`src/hdl/pbws_pkg.sv`:
```
// Shared types and constants for the periodic box wrap splitter.
`default_nettype none
package pbws_pkg;

  localparam int MAX_PIECES = 27;
  localparam int COORD_WIDTH_DEF = 32;
  localparam int PASS_LIMIT = 64;
  localparam int NUM_AXES = 3;
  localparam int FIELD_W = 32;
  localparam int SIZE_W = 30;
  localparam int MASK_W = 3;
  localparam int DIMS_W = 2;
  localparam int CFG_IDX_W = 3;
  localparam int IN_TDATA_W = 6 * FIELD_W;
  localparam int OUT_TDATA_W = 9 * FIELD_W;
  localparam int ROW_FIELDS = 9;
  localparam int IDX_W = $clog2(MAX_PIECES);
  localparam int CNT_W = $clog2(MAX_PIECES + 1);
  localparam int PASS_W = $clog2(PASS_LIMIT + 1);

  // configuration register indexes
  typedef enum logic [CFG_IDX_W-1:0] {
    REG_SIZE_X        = 3'd0,
    REG_SIZE_Y        = 3'd1,
    REG_SIZE_Z        = 3'd2,
    REG_PERIODIC_MASK = 3'd3,
    REG_DIMS_USED     = 3'd4
  } cfg_reg_t;

  typedef enum logic [1:0] {
    AXIS_X = 2'd0,
    AXIS_Y = 2'd1,
    AXIS_Z = 2'd2
  } axis_t;

  // what one axis step does to the working piece
  typedef enum logic [2:0] {
    ACT_NONE,
    ACT_CUT_LO,
    ACT_CUT_HI,
    ACT_UP,
    ACT_DOWN
  } action_t;

  typedef enum logic [1:0] {
    WR_NONE,
    WR_INPUT,
    WR_CLONE,
    WR_WORK
  } wr_sel_t;

  typedef enum logic [3:0] {
    ST_IDLE,
    ST_CHECK,
    ST_RD,
    ST_LOAD,
    ST_AXIS,
    ST_WB,
    ST_PASS_END,
    ST_EM_RD,
    ST_EM_LOAD,
    ST_EM_HOLD
  } state_t;

  typedef struct packed {
    logic             load_in;
    wr_sel_t          wr_sel;
    logic [IDX_W-1:0] wr_addr;
    logic [IDX_W-1:0] rd_addr;
    logic             work_load;
    logic             work_update;
    axis_t            axis;
    logic             out_load;
    logic             out_last;
    logic             out_ovf;
  } pbws_cmd_t;

  typedef struct packed {
    logic    in_domain;
    action_t action;
  } pbws_sts_t;

endpackage
`default_nettype wire

```
`src/hdl/pbws_ctrl.sv`:
```
// Controller: pass, piece and axis sequencing plus result emission.
`default_nettype none
module pbws_ctrl (
  input  wire logic                 clk,
  input  wire logic                 rst,
  input  wire logic                 s_axis_tvalid,
  output logic                      s_axis_tready,
  output logic                      m_axis_tvalid,
  input  wire logic                 m_axis_tready,
  input  wire pbws_pkg::pbws_sts_t  sts,
  output pbws_pkg::pbws_cmd_t       cmd
);
  import pbws_pkg::*;

  state_t            state, state_next;
  logic [CNT_W-1:0]  count, count_next;
  logic [IDX_W-1:0]  idx, idx_next;
  axis_t             axis, axis_next;
  logic [PASS_W-1:0] passes, passes_next;
  logic              changed, changed_next;
  logic              ovf, ovf_next;
  logic [IDX_W-1:0]  emit_idx, emit_idx_next;

  logic              is_cut, is_move, room;
  logic [CNT_W-1:0]  idx_inc;
  logic [PASS_W-1:0] passes_inc;

  always_ff @(posedge clk) begin
    if (rst) begin
      state    <= ST_IDLE;
      count    <= '0;
      idx      <= '0;
      axis     <= AXIS_X;
      passes   <= '0;
      changed  <= 1'b0;
      ovf      <= 1'b0;
      emit_idx <= '0;
    end else begin
      state    <= state_next;
      count    <= count_next;
      idx      <= idx_next;
      axis     <= axis_next;
      passes   <= passes_next;
      changed  <= changed_next;
      ovf      <= ovf_next;
      emit_idx <= emit_idx_next;
    end
  end

  assign is_cut     = (sts.action == ACT_CUT_LO) || (sts.action == ACT_CUT_HI);
  assign is_move    = (sts.action == ACT_UP) || (sts.action == ACT_DOWN);
  assign room       = count < CNT_W'(MAX_PIECES);
  assign idx_inc    = CNT_W'(idx) + CNT_W'(1);
  assign passes_inc = passes + PASS_W'(1);

  always_comb begin
    state_next    = state;
    count_next    = count;
    idx_next      = idx;
    axis_next     = axis;
    passes_next   = passes;
    changed_next  = changed;
    ovf_next      = ovf;
    emit_idx_next = emit_idx;

    cmd             = '0;
    cmd.wr_sel      = WR_NONE;
    cmd.axis        = axis;
    cmd.rd_addr     = idx;
    cmd.wr_addr     = idx;
    cmd.out_ovf     = ovf;
    cmd.out_last    = (CNT_W'(emit_idx) + CNT_W'(1)) == count;
    s_axis_tready   = 1'b0;
    m_axis_tvalid   = 1'b0;

    unique case (state)
      ST_IDLE: begin
        s_axis_tready = 1'b1;
        if (s_axis_tvalid) begin
          cmd.load_in = 1'b1;
          cmd.wr_sel  = WR_INPUT;
          cmd.wr_addr = '0;
          count_next  = CNT_W'(1);
          ovf_next    = 1'b0;
          passes_next = '0;
          state_next  = ST_CHECK;
        end
      end
      ST_CHECK: begin
        emit_idx_next = '0;
        idx_next      = '0;
        changed_next  = 1'b0;
        state_next    = sts.in_domain ? ST_EM_RD : ST_RD;
      end
      ST_RD: begin
        state_next = ST_LOAD;
      end
      ST_LOAD: begin
        cmd.work_load = 1'b1;
        axis_next     = AXIS_X;
        state_next    = ST_AXIS;
      end
      ST_AXIS: begin
        if (is_cut && !room) begin
          // list full: stop here, keep what the piece has so far
          ovf_next   = 1'b1;
          state_next = ST_WB;
        end else begin
          if (is_cut) begin
            cmd.wr_sel  = WR_CLONE;
            cmd.wr_addr = count[IDX_W-1:0];
            count_next  = count + CNT_W'(1);
          end
          if (is_cut || is_move) begin
            cmd.work_update = 1'b1;
            changed_next    = 1'b1;
          end
          if (axis == AXIS_Z) begin
            state_next = ST_WB;
          end else begin
            axis_next = axis_t'(axis + 2'd1);
          end
        end
      end
      ST_WB: begin
        cmd.wr_sel = WR_WORK;
        if (ovf) begin
          emit_idx_next = '0;
          state_next    = ST_EM_RD;
        end else if (idx_inc < count) begin
          idx_next   = idx_inc[IDX_W-1:0];
          state_next = ST_RD;
        end else begin
          state_next = ST_PASS_END;
        end
      end
      ST_PASS_END: begin
        passes_next   = passes_inc;
        emit_idx_next = '0;
        if (changed && (passes_inc >= PASS_W'(PASS_LIMIT))) begin
          ovf_next   = 1'b1;
          state_next = ST_EM_RD;
        end else if (changed) begin
          changed_next = 1'b0;
          idx_next     = '0;
          state_next   = ST_RD;
        end else begin
          state_next = ST_EM_RD;
        end
      end
      ST_EM_RD: begin
        cmd.rd_addr = emit_idx;
        state_next  = ST_EM_LOAD;
      end
      ST_EM_LOAD: begin
        cmd.out_load = 1'b1;
        state_next   = ST_EM_HOLD;
      end
      ST_EM_HOLD: begin
        m_axis_tvalid = 1'b1;
        if (m_axis_tready) begin
          if ((CNT_W'(emit_idx) + CNT_W'(1)) == count) begin
            state_next = ST_IDLE;
          end else begin
            emit_idx_next = emit_idx + IDX_W'(1);
            state_next    = ST_EM_RD;
          end
        end
      end
      default: state_next = ST_IDLE;
    endcase
  end

`ifndef SYNTHESIS
  a_count_bound: assert property (@(posedge clk) disable iff (rst)
    count <= CNT_W'(MAX_PIECES))
    else $error("piece count past limit");

  a_clone_room: assert property (@(posedge clk) disable iff (rst)
    (cmd.wr_sel == WR_CLONE) |-> (count < CNT_W'(MAX_PIECES)))
    else $error("clone written with list full");

  a_emit_in_range: assert property (@(posedge clk) disable iff (rst)
    (state == ST_EM_RD) |-> (CNT_W'(emit_idx) < count))
    else $error("emit index beyond piece count");

  a_no_overlap: assert property (@(posedge clk) disable iff (rst)
    !(s_axis_tready && m_axis_tvalid))
    else $error("input taken while a word is pending");

  a_pass_bound: assert property (@(posedge clk) disable iff (rst)
    passes <= PASS_W'(PASS_LIMIT))
    else $error("pass counter past limit");
`endif

endmodule
`default_nettype wire
```
`config.mk`:
```
export PLATFORM = sky130hd
export DESIGN_NAME = pbws_ctrl
export DESIGN_NICKNAME = d
export VERILOG_FILES = /design/src/hdl/pbws_pkg.sv /design/src/hdl/pbws_ctrl.sv
export SDC_FILE = /design/constraint.sdc
export NUM_CORES = 1
export LEC_CHECK = 0
export BUFFER_PORTS_ARGS = -buffer_cell sky130_fd_sc_hd__buf_2
export CORE_MARGIN = 4
export CORE_UTILIZATION = 55
export CTS_CLUSTER_DIAMETER = 40
export DETAILED_ROUTE_END_ITERATION = 8
export PLACE_DENSITY = 0.76
export SYNTH_ARGS = -nofsm -noshare
export SYNTH_HDL_FRONTEND = slang
export SYNTH_SLANG_ARGS = --single-unit
export TNS_END_PERCENT = 5
```
`constraint.sdc`:
```
create_clock -name clk -period 2.5 [get_ports clk]
set_clock_uncertainty 0.1 [all_clocks]
set_input_delay 0.25 -clock clk [delete_from_list [all_inputs] [get_ports clk]]
set_output_delay 0.25 -clock clk [all_outputs]
set_load 0.02 [all_outputs]
```
==> qor.yml <==
finalCritPeriodShare_pct: 95.5
slowest_stage: "or3_4"
cp_max_fo: 6
synth_common_cells: "dfxtp_1, nand2_1, a21oi_1"
clk_pin_slew_ns: 0.06
drc_errors: 0
die_x_um: 72.6
placed_area_um2: 2510
drt-initial-drc-count: 202
die_h_um: 72.6
max_cap_viol_count: 0
cts_root_buf: "clkbuf_8"
final_max_slew_viol_count: 0
cts_tree: "yes"
grt_pass1_vias: 2058
max_freq_mhz: 419
dp_hpwl_um: 4460
power_density_nw_per_um2: 754
crit_required_ns: 2.15
cts_hold_buffers: 0
synth_top_area_share_pct: 26.1
grt_overflow: 0
tns_ns: 0
syn_area_per_cell_um2: 7.79
insertion_delay_ns: 0.28
hold_path_class: "in -> reg"
cpPeakStageDelay_ns: 0.42
num_antenna_cells: 0
peakVddDrop_mv: 0.569
drtAntennaViolNets: 0
hold_viol: 0
dr.pass1.iters: 4
final_net_count: 341
area_growth_pct: 13.6
io_buffers: 29
finalNonFillerCells: 373
ys_types: 59
synth_warnings: 0
cts_buffers: 5
core_um2: 4030
start_util_pct: 57.0
rows: 23
grt_pass1_wl_um: 10000
fin_area_um2: 2610
drive_gt1_share_pct: 22.6
synth_area_leaders: "dfxtp_1, a21oi_1, ha_1"
worst_setup_path_end_kind: "primary output"
htreeDepth: 2
status: "complete, no violations"
die_area_um2: 5280
wire_per_inst_um: 16.2
cts_max_path_buffers: 2
maxSlewHeadroom_pct: 60.8
fin_hold_ws_ns: 0.276
drt-total-wl_um: 6050
cp.arrival_ns: 2.04
ios: 30
num_vias: 2299
critPathLaunchType: "register"
synth-edff-count: 0
gp_congestion: 0.948
leakage_nw: 1.06
min_path_cells: 3
synth_area_leader_cell: "dfxtp_1"
cts_sinks: 30
synth.cell_area_um2: 2300
synthArstFlopShare_pct: 0
yosysMostFrequentCell: "dfxtp_1"
antenna_found_initial: 0
worst-r2r-cell-count: 9
ys_dominant_reg_cell: "dfxtp_1"
synth_cells: 295
ys_seq_elements: 30
dp_cells: 367
setup_viol: 0
syn_nets: 312
path_cells: "or3_4 > a2111oi_4 > and2_2 > mux2i_1 > nor2_1 > buf_2"
fin_crit_ns: 2.39
vias_per_cell: 6.16
synth_seq_area_share_pct: 26.1
grt_max_degree: 28
tightest_slew_ns: 0.586
grt_use_total_pct: 24.1
p_total_mw: 1.97
path_class: "reg -> out"
report_power, final:
| part | total, mW | switching, mW | internal, mW | leakage, nW |
|---|---|---|---|---|
| Clock | 0.387 | 0.175 | 0.212 | 0.0431 |
| Combinational | 1.01 | 0.610 | 0.400 | 0.770 |
| Sequential | 0.571 | 0.0470 | 0.524 | 0.243 |
final timing paths:
check	startpoint	slack, ns	to
max reg2reg	idx[1]$_SDFFE_PP0P_	0.14	idx[0]$_SDFFE_PP0P_
min reg2reg	axis[1]$_SDFFE_PP0P_	0.38	axis[1]$_SDFFE_PP0P_
min	m_axis_tready	0.28	emit_idx[0]$_SDFFE_PP0P_
max	state[3]$_SDFFE_PP0P_	0.11	cmd[14]
logic make-up (layout without fill, tap and decap cells):
| logic type | after synthesis | in the layout | synth area share, % |
|---|---|---|---|
| multiplexers | 7 | 7 | 3.32 |
| adder cells (fa/ha/maj) | 10 | 10 | 5.33 |
| AO/OA/AOI/OAI | 89 | 89 | 26.6 |
| XOR/XNOR | 12 | 12 | 4.57 |
| buffers and inverters | 35 | 63 | 6.48 |
| flip-flops | 30 | 30 | 26.1 |
| AND/OR/NAND/NOR | 112 | 112 | 27.5 |
cell usage in the layout, fill, tap and decap left out, types with 4 or more instances in the layout:
| cell | instances |
|---|---|
| o211ai_1 | 4 |
| clkbuf_8 | 6 |
| a2bb2oi_1 | 5 |
| nor3_1 | 11 |
| ha_1 | 9 |
| xnor2_1 | 8 |
| o21ai_0 | 19 |
| nor2_1 | 22 |
| a21o_1 | 8 |
| buf_2 | 29 |
| buf_4 | 12 |
| a21oi_1 | 24 |
| dfxtp_1 | 30 |
| nor2b_1 | 6 |
| inv_1 | 15 |
| xor2_1 | 4 |
| mux2_2 | 5 |
| a22o_1 | 4 |
| or3_1 | 4 |
| nand3_1 | 13 |
| nand2_1 | 24 |
| nand2b_1 | 4 |
critical path: cells and delay by family (launching register included):
family / cells / cell delay, ns
AND/OR/NAND/NOR: 3 / 0.76
AO/OA/AOI/OAI: 1 / 0.30
flip-flops: 1 / 0.31
multiplexers: 1 / 0.24
buffers and inverters: 1 / 0.16
final cells by class:
type | instances | area, µm²
tap | 50 | 62.6
multi-input combinational | 230 | 1570
fill | 345 | 1420
inverter | 16 | 60.1
timing repair buffer | 41 | 235
clock buffer | 6 | 82.6
sequential | 30 | 601
flip-flops by register name (all words and copies together) (netlist names):
signal,count
state,4
changed,1
count,5
idx,5
axis,2
emit_idx,5
passes,7
ovf,1
repair_timing:
action                     4_1_cts  5_1_grt
buffers inserted                 0        0
setup endpoints to repair        0        8
gates resized for setup          0        5
per-stage QoR:
stage | setup WS [ns] | utilization, %
after detailed placement | 0.0291 | 62.2
final | 0.113 | 64.8
after CTS | 0.0128 | 64.3
after global routing | -0.0226 | 64.8
after global placement | 0.159 | 62.2
after floorplan | 0.174 | -
routing by layer:
metal | up-vias | track usage, % | part of all wire [%]
li1 | 1131 | - | -
met1 | 1067 | 34.3 | 46
met4 | 0 | 10.5 | 1.9
met5 | - | 0 | 0
met3 | 14 | 5.10 | 6.7
met2 | 87 | 35.0 | 46
No activity file was read; power rests on OpenSTA's default activity.
